===== src/design/frc_pkg.sv =====
`default_nettype none
package frc_pkg;
   localparam int SLOT_COUNT = 64;
   localparam int SLOT_BITS = (SLOT_COUNT > 1) ? $clog2(SLOT_COUNT) : 1;
   localparam int MAX_COPIES = 4;
   localparam int QUEUE_DEPTH = 2;

   typedef enum logic [1:0] {
      FUNC_LOOKUP = 2'd0,
      FUNC_FILL   = 2'd1,
      FUNC_WRITE  = 2'd2,
      FUNC_SYNC   = 2'd3
   } func_type;

   typedef enum logic [1:0] {
      REG_FAT_KNOWN  = 2'd0,
      REG_FAT_FIRST  = 2'd1,
      REG_FAT_LENGTH = 2'd2,
      REG_FAT_COPIES = 2'd3
   } reg_index_type;

   typedef struct packed {
      logic [1:0]  func;
      logic [31:0] sector;
   } req_type;

   typedef struct packed {
      logic        in_fat;
      logic        hit;
      logic [5:0]  slot_index;
      logic        writeback;
      logic [5:0]  writeback_slot;
      logic [31:0] writeback_sector;
      logic        last;
   } rsp_type;

   // classified transaction handed from front to back
   typedef struct packed {
      logic [1:0]  func;
      logic        in_fat;
      logic [31:0] sector;
   } job_type;

   typedef enum logic [2:0] {
      ST_IDLE,
      ST_SEARCH,
      ST_DECIDE,
      ST_VICTIM,
      ST_SYNC,
      ST_SYNC_OUT
   } back_state_type;

   typedef enum logic [1:0] {
      FR_IDLE,
      FR_CHECK
   } front_state_type;
endpackage
`default_nettype wire


===== src/design/fat_region_write_back_sector_cache_top.sv =====
// FAT-region sector cache metadata controller. A request is taken when start is high and busy
// is low; each result appears for one cycle with rsp_valid and cannot be stalled. The front
// checks FAT copies one per cycle (up to 4), then pushes the job; a two-entry queue decouples
// it from the back, which walks all 64 tag slots one per cycle through the tag RAM read port.
// A non-sync request outside the FAT is answered without a scan, and an allocation miss adds
// a victim step after the scan. A sync reports its dirty slots during the scan, and the
// last of them (or a single empty result when nothing was dirty) follows the scan with last set.
`default_nettype none
module fat_region_write_back_sector_cache_top import frc_pkg::*; (
   input  wire logic        clock,
   input  wire logic        reset,
   input  wire logic        start,
   output logic             busy,
   input  req_type          req_data,
   output logic             rsp_valid,
   output rsp_type          rsp_data,
   input  wire logic        psel,
   input  wire logic        penable,
   input  wire logic        pwrite,
   input  wire logic [3:0]  paddr,
   input  wire logic [31:0] pwdata,
   output logic [31:0]      prdata,
   output logic             pready
);
   logic known_ff;
   logic [31:0] first_ff, length_ff;
   logic [2:0] copies_ff;
   logic q_full, q_push, q_ne, q_pop;
   job_type q_in, q_head;
   reg_index_type ridx;
   rsp_type rraw;

   assign pready = 1'b1;
   assign ridx = reg_index_type'(paddr[3:2]);

   always_ff @(posedge clock) begin
      if (reset) begin
         known_ff <= 1'b0;
         first_ff <= '0;
         length_ff <= '0;
         copies_ff <= '0;
      end else if (psel && penable && pwrite && paddr[1:0] == 2'b00) begin
         case (ridx)
            REG_FAT_KNOWN:  known_ff <= pwdata[0];
            REG_FAT_FIRST:  first_ff <= pwdata;
            REG_FAT_LENGTH: length_ff <= pwdata;
            REG_FAT_COPIES: copies_ff <= pwdata[2:0];
            default: ;
         endcase
      end
   end

   always_comb begin
      case (ridx)
         REG_FAT_KNOWN:  prdata = {31'd0, known_ff};
         REG_FAT_FIRST:  prdata = first_ff;
         REG_FAT_LENGTH: prdata = length_ff;
         REG_FAT_COPIES: prdata = {29'd0, copies_ff};
         default:        prdata = '0;
      endcase
   end

   frc_front u_front (
      .clock, .reset, .start, .req_data,
      .fat_known(known_ff), .fat_first(first_ff), .fat_length(length_ff),
      .fat_copies(copies_ff), .q_full, .busy, .q_push, .q_data(q_in)
   );

   frc_queue u_queue (
      .clock, .reset, .push(q_push), .push_data(q_in), .pop(q_pop),
      .full(q_full), .not_empty(q_ne), .head(q_head)
   );

   frc_back u_back (
      .clock, .reset, .q_valid(q_ne), .q_head, .q_pop,
      .rsp_valid, .rsp_data(rraw)
   );

   assign rsp_data = rraw;
endmodule
`default_nettype wire


===== src/design/frc_front.sv =====
`default_nettype none
module frc_front import frc_pkg::*; (
   input  wire logic        clock,
   input  wire logic        reset,
   input  wire logic        start,
   input  req_type          req_data,
   input  wire logic        fat_known,
   input  wire logic [31:0] fat_first,
   input  wire logic [31:0] fat_length,
   input  wire logic [2:0]  fat_copies,
   input  wire logic        q_full,
   output logic             busy,
   output logic             q_push,
   output job_type          q_data
);
   front_state_type state_ff, state_in;
   req_type req_ff, req_in;
   logic [2:0] copy_ff, copy_in;
   logic [31:0] lo_ff, lo_in;
   logic hitr_ff, hitr_in;
   logic [2:0] ncopies;
   logic [31:0] hi;

   always_ff @(posedge clock) begin
      if (reset) begin
         state_ff <= FR_IDLE;
      end else begin
         state_ff <= state_in;
      end
      req_ff <= req_in;
      copy_ff <= copy_in;
      lo_ff <= lo_in;
      hitr_ff <= hitr_in;
   end

   assign ncopies = (fat_copies > 3'(MAX_COPIES)) ? 3'(MAX_COPIES) : fat_copies;
   assign hi = lo_ff + fat_length;

   // one FAT copy checked per cycle
   always_comb begin
      state_in = state_ff;
      req_in = req_ff;
      copy_in = copy_ff;
      lo_in = lo_ff;
      hitr_in = hitr_ff;
      q_push = 1'b0;
      q_data = '{func: req_ff.func, in_fat: hitr_ff, sector: req_ff.sector};
      busy = (state_ff != FR_IDLE) || q_full;
      case (state_ff)
         FR_IDLE: begin
            if (start && !q_full) begin
               req_in = req_data;
               copy_in = '0;
               lo_in = fat_first;
               hitr_in = 1'b0;
               state_in = FR_CHECK;
            end
         end
         FR_CHECK: begin
            if (!fat_known || copy_ff >= ncopies || hitr_ff) begin
               q_push = 1'b1;
               state_in = FR_IDLE;
            end else begin
               if (req_ff.sector >= lo_ff && req_ff.sector < hi) hitr_in = 1'b1;
               lo_in = hi;
               copy_in = copy_ff + 3'd1;
            end
         end
         default: state_in = FR_IDLE;
      endcase
   end
endmodule
`default_nettype wire


===== src/design/frc_queue.sv =====
`default_nettype none
module frc_queue import frc_pkg::*; (
   input  wire logic clock,
   input  wire logic reset,
   input  wire logic push,
   input  job_type   push_data,
   input  wire logic pop,
   output logic      full,
   output logic      not_empty,
   output job_type   head
);
   localparam int PW = $clog2(QUEUE_DEPTH);
   job_type mem_ff [QUEUE_DEPTH];
   logic [PW-1:0] wp_ff, wp_in, rp_ff, rp_in;
   logic [PW:0] cnt_ff, cnt_in;

   assign full = cnt_ff == (PW+1)'(QUEUE_DEPTH);
   assign not_empty = cnt_ff != '0;
   assign head = mem_ff[rp_ff];

   always_comb begin
      wp_in = push ? wp_ff + PW'(1) : wp_ff;
      rp_in = pop ? rp_ff + PW'(1) : rp_ff;
      cnt_in = cnt_ff + (PW+1)'(push) - (PW+1)'(pop);
   end

   always_ff @(posedge clock) begin
      if (reset) begin
         wp_ff <= '0;
         rp_ff <= '0;
         cnt_ff <= '0;
      end else begin
         wp_ff <= wp_in;
         rp_ff <= rp_in;
         cnt_ff <= cnt_in;
      end
      if (push) mem_ff[wp_ff] <= push_data;
   end
endmodule
`default_nettype wire


===== src/design/frc_back.sv =====
`default_nettype none
module frc_back import frc_pkg::*; (
   input  wire logic clock,
   input  wire logic reset,
   input  wire logic q_valid,
   input  job_type   q_head,
   output logic      q_pop,
   output logic      rsp_valid,
   output rsp_type   rsp_data
);
   back_state_type state_ff, state_in;
   job_type job_ff, job_in;
   logic [SLOT_BITS-1:0] idx_ff, idx_in;
   logic found_ff, found_in;
   logic [SLOT_BITS-1:0] fslot_ff, fslot_in;
   logic [SLOT_BITS-1:0] vic_ff, vic_in;
   logic any_ff, any_in;
   rsp_type held_ff, held_in;
   logic [SLOT_COUNT-1:0] valid_ff, dirty_ff;
   logic [31:0] tag_mem [SLOT_COUNT];
   logic [31:0] tag_rd_ff;
   logic [SLOT_BITS-1:0] rd_addr;
   logic tag_we;
   logic [SLOT_BITS-1:0] tag_wa;
   logic set_valid, dirty_we, dirty_val;
   logic [SLOT_BITS-1:0] dirty_wa;
   logic out_v_ff, out_v_in;
   rsp_type out_ff, out_in;
   localparam logic [SLOT_BITS-1:0] LAST_SLOT = SLOT_BITS'(SLOT_COUNT - 1);

   assign rsp_valid = out_v_ff;
   assign rsp_data = out_ff;

   always_ff @(posedge clock) begin
      tag_rd_ff <= tag_mem[rd_addr];
      if (tag_we) tag_mem[tag_wa] <= job_ff.sector;
   end

   always_ff @(posedge clock) begin
      if (reset) begin
         state_ff <= ST_IDLE;
         valid_ff <= '0;
         dirty_ff <= '0;
         vic_ff <= '0;
         out_v_ff <= 1'b0;
      end else begin
         state_ff <= state_in;
         vic_ff <= vic_in;
         out_v_ff <= out_v_in;
         if (set_valid) valid_ff[tag_wa] <= 1'b1;
         if (dirty_we) dirty_ff[dirty_wa] <= dirty_val;
      end
      job_ff <= job_in;
      idx_ff <= idx_in;
      found_ff <= found_in;
      fslot_ff <= fslot_in;
      any_ff <= any_in;
      held_ff <= held_in;
      out_ff <= out_in;
   end

   // tag search reads one slot per cycle; read data is registered in tag_rd_ff
   always_comb begin
      state_in = state_ff;
      job_in = job_ff;
      idx_in = idx_ff;
      found_in = found_ff;
      fslot_in = fslot_ff;
      vic_in = vic_ff;
      any_in = any_ff;
      held_in = held_ff;
      q_pop = 1'b0;
      rd_addr = idx_ff;
      tag_we = 1'b0;
      tag_wa = vic_ff;
      set_valid = 1'b0;
      dirty_we = 1'b0;
      dirty_val = 1'b0;
      dirty_wa = fslot_ff;
      out_v_in = 1'b0;
      out_in = '0;
      case (state_ff)
         ST_IDLE: begin
            if (q_valid) begin
               q_pop = 1'b1;
               job_in = q_head;
               idx_in = '0;
               found_in = 1'b0;
               any_in = 1'b0;
               rd_addr = '0;
               if (q_head.func == FUNC_SYNC) begin
                  state_in = ST_SYNC;
               end else if (!q_head.in_fat) begin
                  out_v_in = 1'b1;
                  out_in.last = 1'b1;
               end else begin
                  state_in = ST_SEARCH;
               end
            end
         end
         ST_SEARCH: begin
            // tag_rd_ff holds slot idx_ff
            if (!found_ff && valid_ff[idx_ff] && tag_rd_ff == job_ff.sector) begin
               found_in = 1'b1;
               fslot_in = idx_ff;
            end
            if (idx_ff == LAST_SLOT) begin
               state_in = ST_DECIDE;
               rd_addr = vic_ff;
            end else begin
               idx_in = idx_ff + SLOT_BITS'(1);
               rd_addr = idx_in;
            end
         end
         ST_DECIDE: begin
            rd_addr = vic_ff;
            if (found_ff) begin
               out_v_in = 1'b1;
               out_in.in_fat = 1'b1;
               out_in.hit = 1'b1;
               out_in.slot_index = 6'(fslot_ff);
               out_in.last = 1'b1;
               if (job_ff.func != FUNC_LOOKUP) begin
                  dirty_we = 1'b1;
                  dirty_val = job_ff.func == FUNC_WRITE;
               end
               state_in = ST_IDLE;
            end else if (job_ff.func == FUNC_LOOKUP) begin
               out_v_in = 1'b1;
               out_in.in_fat = 1'b1;
               out_in.last = 1'b1;
               state_in = ST_IDLE;
            end else begin
               state_in = ST_VICTIM;
            end
         end
         ST_VICTIM: begin
            out_v_in = 1'b1;
            out_in.in_fat = 1'b1;
            out_in.slot_index = 6'(vic_ff);
            out_in.last = 1'b1;
            if (valid_ff[vic_ff] && dirty_ff[vic_ff]) begin
               out_in.writeback = 1'b1;
               out_in.writeback_slot = 6'(vic_ff);
               out_in.writeback_sector = tag_rd_ff;
            end
            tag_we = 1'b1;
            tag_wa = vic_ff;
            set_valid = 1'b1;
            dirty_we = 1'b1;
            dirty_wa = vic_ff;
            dirty_val = job_ff.func == FUNC_WRITE;
            vic_in = (vic_ff == LAST_SLOT) ? '0 : vic_ff + SLOT_BITS'(1);
            state_in = ST_IDLE;
         end
         ST_SYNC: begin
            // tag_rd_ff holds slot idx_ff; each writeback is held back one find
            // so the final one can carry last
            if (valid_ff[idx_ff] && dirty_ff[idx_ff]) begin
               if (any_ff) begin
                  out_v_in = 1'b1;
                  out_in = held_ff;
               end
               held_in = '0;
               held_in.writeback = 1'b1;
               held_in.writeback_slot = 6'(idx_ff);
               held_in.writeback_sector = tag_rd_ff;
               dirty_we = 1'b1;
               dirty_wa = idx_ff;
               dirty_val = 1'b0;
               any_in = 1'b1;
            end
            if (idx_ff == LAST_SLOT) begin
               state_in = ST_SYNC_OUT;
            end else begin
               idx_in = idx_ff + SLOT_BITS'(1);
               rd_addr = idx_in;
            end
         end
         ST_SYNC_OUT: begin
            // last held writeback, or a bare marker when nothing was dirty
            out_v_in = 1'b1;
            if (any_ff) out_in = held_ff;
            out_in.last = 1'b1;
            state_in = ST_IDLE;
         end
         default: state_in = ST_IDLE;
      endcase
   end
endmodule
`default_nettype wire

===== config.mk =====
export PLATFORM = sky130hd
export DESIGN_NAME = fat_region_write_back_sector_cache_top
export DESIGN_NICKNAME = d
export VERILOG_FILES = /design/src/design/frc_pkg.sv /design/src/design/fat_region_write_back_sector_cache_top.sv /design/src/design/frc_front.sv /design/src/design/frc_queue.sv /design/src/design/frc_back.sv
export SDC_FILE = /design/constraint.sdc
export NUM_CORES = 2
export LEC_CHECK = 0
export BUFFER_PORTS_ARGS = -buffer_cell sky130_fd_sc_hd__clkbuf_2
export CORE_UTILIZATION = 40
export DETAILED_ROUTE_END_ITERATION = 6
export HOLD_SLACK_MARGIN = 0.12
export SYNTH_ARGS = -nofsm -noshare
export SYNTH_HDL_FRONTEND = slang
export SYNTH_SLANG_ARGS = --single-unit

===== constraint.sdc =====
create_clock -name clock -period 4.25 [get_ports clock]
set_clock_uncertainty 0.2 [all_clocks]
set_input_delay 0.425 -clock clock [delete_from_list [all_inputs] [get_ports clock]]
set_output_delay 0.425 -clock clock [all_outputs]
set_load 0.1 [all_outputs]

# ---- After elaboration in Yosys (flattened, before gate mapping)
# Memories as Yosys holds them, arrays and structs flattened. A register that Yosys moved wholly into a read port is not among the register bits.
# Cells that the tools add are included.
dict set report classes {
  add_sub_neg 8
  n_lt_le_gt_ge 9
  eq_ne 25
  n_mux 84
  bitwise_logic 1
  reduce_logical 45
}
# operator n
set ops {}
lappend ops {{32-bit case mux with 4 select lines} 1}
lappend ops {{39-bit case mux with 3 select lines} 1}
lappend ops {{64-bit bitwise mux} 1}
lappend ops {{32-bit 2-to-1 mux} 2}
lappend ops {{64-bit OR} 1}
lappend ops {{32-bit case mux with 2 select lines} 1}
lappend ops {{48-bit 2-to-1 mux} 1}
lappend ops {{6-bit case mux with 4 select lines} 2}
lappend ops {{40-bit 2-to-1 mux} 1}
lappend ops {{39-bit 2-to-1 mux} 1}
lappend ops {{1-bit 2-to-1 mux} 35}
lappend ops {{32-bit adder} 1}
lappend ops {{32-bit == test} 1}
lappend ops {{32-bit greater-or-equal comparator} 1}
lappend ops {{32-bit less-than comparator} 1}
lappend ops {{6-bit 2-to-1 mux} 5}
lappend ops {{1-bit binary-select mux with 6-bit select} 4}
lappend ops {{3-bit 2-to-1 mux} 8}
lappend ops {{6-bit case mux with 2 select lines} 2}
lappend ops {{6-bit by 7-bit less-than comparator with 1-bit output, second input constant} 3}
lappend ops {{2-bit AND reduction} 9}
lappend ops {{2-bit by 1-bit != test with 1-bit output, second input constant} 7}
lappend ops {{2-bit nonzero test} 7}
lappend ops {{6-bit by 1-bit adder with 6-bit output, second input constant} 2}
lappend ops {{32 further kinds} 74}
dict set report word_totals {
  reg_bits 416
  ramBits 2118
  input_bits 76
  out_inout_bits 83
  elab_cells 207
  mem_count 2
}
# memory words word_bits read_ports rd_clocked_by_memory_dff wr line
set memory_table {}
lappend memory_table {u_back.tag_mem 64 32 1 1 1 frc_back.sv:20} ;# logic [31:0] tag_mem [SLOT_COUNT];
lappend memory_table {u_queue.mem_ff 2 35 1 1 1 frc_queue.sv:13} ;# job_type mem_ff [QUEUE_DEPTH];

# ---- Longest topological paths before layout
dict set report logic_depth {
  ltp_word 10
  depth_mapped 21
  depth_no_buf 21
}

# ---- Modules after synthesis
# From an unflattened synthesis, not the netlist that was laid out.
dict set report unflattened {
  hier_cells 7218
  hier_area_um2 103823.3
}
# mod instances cells_each area_per_inst_um2
set by_module_without_submodules {}
lappend by_module_without_submodules {frc_back 1 6170 91754.2}
lappend by_module_without_submodules {frc_front 1 608 5919.4}
lappend by_module_without_submodules {fat_region_write_back_sector_cache_top 1 310 3250.6}
lappend by_module_without_submodules {frc_queue 1 130 2899.0}

# ---- Least setup slack after synthesis
# OpenSTA, ideal clock, no wires.
dict set report synth_timing {
  path_type {register to register}
  from {reg u_front.lo_ff[0]}
  to {reg u_front.hitr_ff, enable pin}
  setup_time_ps 311
  t_arrival_ps 4006
  setup_slack_ps -267
  path_stages_with_launch 21
  path_buffers 0
  period_less_slack_ps 4517
  cell_sequence {edfxtp_1 -> ha_1 -> fa_1 -> a21o_1 -> a21oi_1 -> o21bai_1 -> a21oi_1 -> a2bb2oi_1 -> a31oi_1 -> a31oi_1 -> xor2_1 -> ha_1 -> a21o_1 -> a21o_1 -> a21o_1 -> a21oi_1 -> nor2b_1 -> o21ai_0 -> o311ai_0 -> a41o_1 -> a22oi_1}
}
dict set report synth_via {
  elab_chain_cells 5
  elab_cells_between_ends 6
  classes_between {add/sub (1); order compare (2); eq/ne (1); reduce/logical (2)}
}
# element line
set synth_rtl {}
lappend synth_rtl {{start: declaration} frc_front.sv:19} ;# logic [31:0] lo_ff, lo_in;
lappend synth_rtl {{start signal: assignment} frc_front.sv:32} ;# lo_ff <= lo_in;
lappend synth_rtl {{32-bit adder} frc_front.sv:37} ;# assign hi = lo_ff + fat_length;
lappend synth_rtl {{32-bit less-than comparator} frc_front.sv:64} ;# if (req_ff.sector >= lo_ff && req_ff.sector < hi) hitr_in = 1'b1;
lappend synth_rtl {{1-bit logical AND *} frc_front.sv:64}
lappend synth_rtl {{2-bit by 1-bit != test with 1-bit output (no line) *} -}
lappend synth_rtl {{4-bit AND reduction (no line) *} -}
lappend synth_rtl {{end signal: assignment} frc_front.sv:33} ;# hitr_ff <= hitr_in;
lappend synth_rtl {{end: declaration} frc_front.sv:20} ;# logic hitr_ff, hitr_in;
# Mark *: on every way between the ends. The rest lies on a longest branch, timed or not.
# A chain may end at the register's enable or synchronous reset.

# ---- Worst setup path in the final report
# Ends and elaborated chain as after synthesis.

==> impl_metrics.json <==
{
  "synth_mux_area_share_pct": 9.56,
  "whs_endpoint": "u_front.q_data[33]$_DFFE_PP_",
  "r2r_slack_ns": -0.38,
  "synth-xor-area-share_pct": 0.608,
  "slew_headroom_pct": 20.0,
  "num_vias": 62700,
  "fin_crit_sh_pct": 109,
  "core_um2": 254000,
  "worstPathMaxFanout": 3,
  "setup_slack_ns": -0.380,
  "synth_warnings": 0,
  "clock_latency_ns": 0.96,
  "p_int_uw": 52900,
  "power_density_nw_per_um2": 629,
  "synth_top_family_by_area": "multiplexers",
  "rsz0062_at_grt": "yes",
  "grt_overflow": 0,
  "cts.clk_slew.worst_paths_ns": 0.06,
  "finish.net_count": 7420,
  "power_uw": 77000,
  "drc_errors": 0,
  "synthFlopType": "edfxtp_1",
  "timing.rr.start": "u_front.lo_ff[0]$_DFFE_PP_",
  "status": "finished with violations",
  "leakage_uw": 0.0414,
  "drive_gt1_share_pct": 23.1,
  "finalHoldViolCount": 0,
  "path_class": "flip-flop to flip-flop",
  "async_reset_ff_share_pct": 0,
  "min_from": "req_data[32]",
  "combPwrFrac_pct": 28.7,
  "ant_nets": 0,
  "r2r-end": "u_front.hitr_ff$_DFFE_PP_",
  "swShare_pct": 31.3,
  "syn_area_um2": 102000,
  "drt_iter0_drc": 7508,
  "htree_num_levels": 5,
  "ir_worst_vdd_mv": 0.408,
  "cp.required_ns": 4.64,
  "cts_sinks": 2566,
  "cts_buffers": 285,
  "netlist_instances": 6472,
  "die_y_um": 508,
  "worst_slew_pin_slew_ns": 1.20,
  "gp_congestion": 0.854,
  "root_buffer": "clkbuf_16",
  "synthDistinctLibCells": 86,
  "multi_input_area_um2": 27000,
  "pwr-share-clk_pct": 30.5,
  "cts_buffer_depth": 4,
  "drt_first_pass_iters": 6,
  "routed_wl_mm": 308,
  "ys_ff_latch": 2566,
  "cap_violations": 0,
  "pwr-share-seq_pct": 40.8,
  "num_rows": 185,
  "power_switching_uw": 24100,
  "synth_area_per_cell_um2": 15.8,
  "grt_pass1_vias": 61700,
  "final_cell_mix": "edfxtp_1, nand2_1, buf_4",
  "final_common_cell": "edfxtp_1",
  "setup_viol": 1,
  "critPathLaunchType": "flip-flop",
  "period_needed_ns": 4.63,
  "hp-class": "primary input to flip-flop",
  "syn_nets": 6651,
  "slew_viol_final": 0,
  "yosys.area_share.simple_pct": 8.54,
  "wl_per_cell_um": 28.4,
  "ys_seq_area_share_pct": 72.5,
  "critPathCaptureType": "flip-flop",
  "cts_tree": "yes",
  "register_area_um2": 74100,
  "fmax_ghz": 0.216,
  "grt_max_degree": 91,
  "dpl.hpwl_mm": 182,
  "die_area_um2": 258000,
  "synth-edff-count": 2274,
  "io_buffers": 157,
  "grt_pass1_wl_mm": 437,
  "antenna_found_initial": 7,
  "violations": "setup timing",
  "fill_cells": 21200,
  "worstRegToRegCells": 21,
  "dp_slack_ns": -0.733,
  "grt.total_usage_pct": 23.5,
  "io-pin-count": 159,
  "synthToLayoutAreaGrowth_pct": 19.9,
  "cp_data_arrival_time_ns": 5.02,
  "start_util_pct": 40.2,
  "synthAdderAreaFrac_pct": 1.27,
  "synth_compound_area_share_pct": 5.58,
  "via_per_inst": 5.80,
  "hold_depth": 2,
  "die_x_um": 508
}
[power groups by stage]
stage,combinational (µW),sequential [µW],clock (µW)
2_1_floorplan,11600,32600,0
3_3_place_gp,21200,31900,0
3_5_place_dp,21400,31900,0
4_1_cts,21600,31400,23800
5_1_grt,23500,31400,24700
6_report,22100,31400,23500
[cell families (layout without fill, tap and decap cells)]
group	count (synthesis)	count (layout)
xor gates and xnor gates	71	71
AOI/OAI and AO/OA	794	794
other	1	6
adders and majority gates	103	103
DFF	2566	2566
and+or+nand+nor	1943	1943
muxes	515	515
buffers and inverters	479	1453
[critical path: stages, from the launching register on]
cell and delay [ns]:
edfxtp_1 0.44, ha_4 0.20, fa_2 0.33, a21o_1 0.19, a21oi_2 0.17, o21bai_2 0.12
buf_4 0.16, a21oi_4 0.21, a2bb2oi_4 0.20, a31oi_4 0.13, a31oi_4 0.22, xor2_2 0.19
ha_1 0.27, a21o_1 0.16, a21o_1 0.15, a21o_1 0.16, a21oi_2 0.13, nor2b_1 0.06
o21ai_1 0.13, o311ai_1 0.10, a41o_1 0.22, a22oi_2 0.15
[registers in the layout, indices dropped and copies added, names as in the netlist, 2 cells and up, named ones only]
| signal | flops |
|---|---|
| u_back.tag_mem | 2048 |
| u_front.copy_ff | 3 |
| length_ff | 32 |
| u_front.q_data | 34 |
| first_ff | 32 |
| u_front.lo_ff | 32 |
| u_back.rsp_data | 48 |
| u_queue.mem_ff | 70 |
| u_back.tag_wa | 6 |
| u_back.job_ff | 34 |
| u_back.fslot_ff | 6 |
| u_back.valid_ff | 64 |
| u_back.held_ff | 38 |
| copies_ff | 3 |
| u_back.tag_rd_ff | 32 |
| u_queue.cnt_ff | 2 |
| u_back.state_ff | 3 |
| u_back.dirty_ff | 64 |
| u_back.idx_ff | 6 |
[routing by layer]
layer | up-vias | track usage (%) | part of all wire (%)
met3 | 523 | 4.25 | 8.5
met2 | 3074 | 38.8 | 48
li1 | 26700 | - | -
met4 | 6 | 7.55 | 3.2
met1 | 32400 | 31.4 | 40
met5 | - | 0 | 0.013
[how the worst max path moves through the flow]
| stage | cells after the start | from | to | slack (ns) |
|---|---|---|---|---|
| after floorplan | 20 | u_front.lo_ff[0]$_DFFE_PP_ | u_front.hitr_ff$_DFFE_PP_ | -0.02 |
| after global placement | 21 | u_front.lo_ff[0]$_DFFE_PP_ | u_front.hitr_ff$_DFFE_PP_ | -0.71 |
| after detailed placement | 21 | u_front.lo_ff[0]$_DFFE_PP_ | u_front.hitr_ff$_DFFE_PP_ | -0.73 |
| after CTS | 21 | u_front.lo_ff[0]$_DFFE_PP_ | u_front.hitr_ff$_DFFE_PP_ | -0.45 |
| after global routing | 21 | u_front.lo_ff[0]$_DFFE_PP_ | u_front.hitr_ff$_DFFE_PP_ | -0.57 |
| final | 21 | u_front.lo_ff[0]$_DFFE_PP_ | u_front.hitr_ff$_DFFE_PP_ | -0.38 |
[cell type report]
class	instances	area share, %
multi-input cells	3427	22.1
inverters	89	0.273
repair buffers	872	6.55
flip-flops and latches	2566	60.5
diodes	5	0.0102
well taps	3366	3.44
clock inverters	125	0.855
clock buffers	367	6.31
[synth_stat cells, types with 8 or more instances]
master     count  share of area, %
a211oi_1       8             0.059
a21o_1        37              0.27
a21oi_1      143              0.70
a221oi_1      13              0.11
a22o_1        71              0.61
a22oi_1      145               1.1
a31oi_1       73              0.45
and2_1        17              0.10
and3_1        77              0.47
buf_1         42              0.15
buf_2         62              0.30
buf_4          9             0.066
clkbuf_1     272               1.0
dfxtp_1      292               5.7
edfxtp_1    2274                67
ha_1         102               1.2
inv_1         88              0.32
mux2_2        54              0.59
mux2i_1       96              0.94
mux4_2       362               8.0
nand2_1     1020               3.7
nand2b_1      53              0.32
nand3_1      223               1.1
nand4_1      150              0.92
nor2_1       256              0.94
nor2b_1       50              0.31
nor3_1        14             0.069
nor4_1         9             0.055
o2111ai_1    128               1.1
o21a_1         9             0.066
o21ai_0       53              0.26
o21ai_1       12             0.059
o21ba_2       11              0.11
o21bai_1      10             0.073
o22ai_1        8             0.049
o31ai_1       25              0.18
or2_2         39              0.24
xnor2_1       30              0.26
xor2_1        41              0.35
[per-stage QoR]
stage                     hold slack, ns  instances  utilization [%]  setup TNS (ns)  instance area, µm²
after global routing               0.155      10800             48.2          -0.590              123000
after CTS                          0.127      10800             48.0          -0.447              122000
after global placement             0.230      10100             43.9          -0.766              112000
final                              0.182      10800             48.2          -0.380              123000
after detailed placement           0.233      10100             43.9          -0.749              112000
after floorplan                    0.206       6472                -         -0.0200              102000
[what timing repair did]
action	CTS	global route
buffers inserted	11	29
gates cloned	0	2
gates resized for setup	10	39
pin swaps	13	37
hold endpoints to repair	152	0
setup endpoints to repair	1	47
hold buffers	139	0
Note: power is estimated with default switching activity, not from simulation.
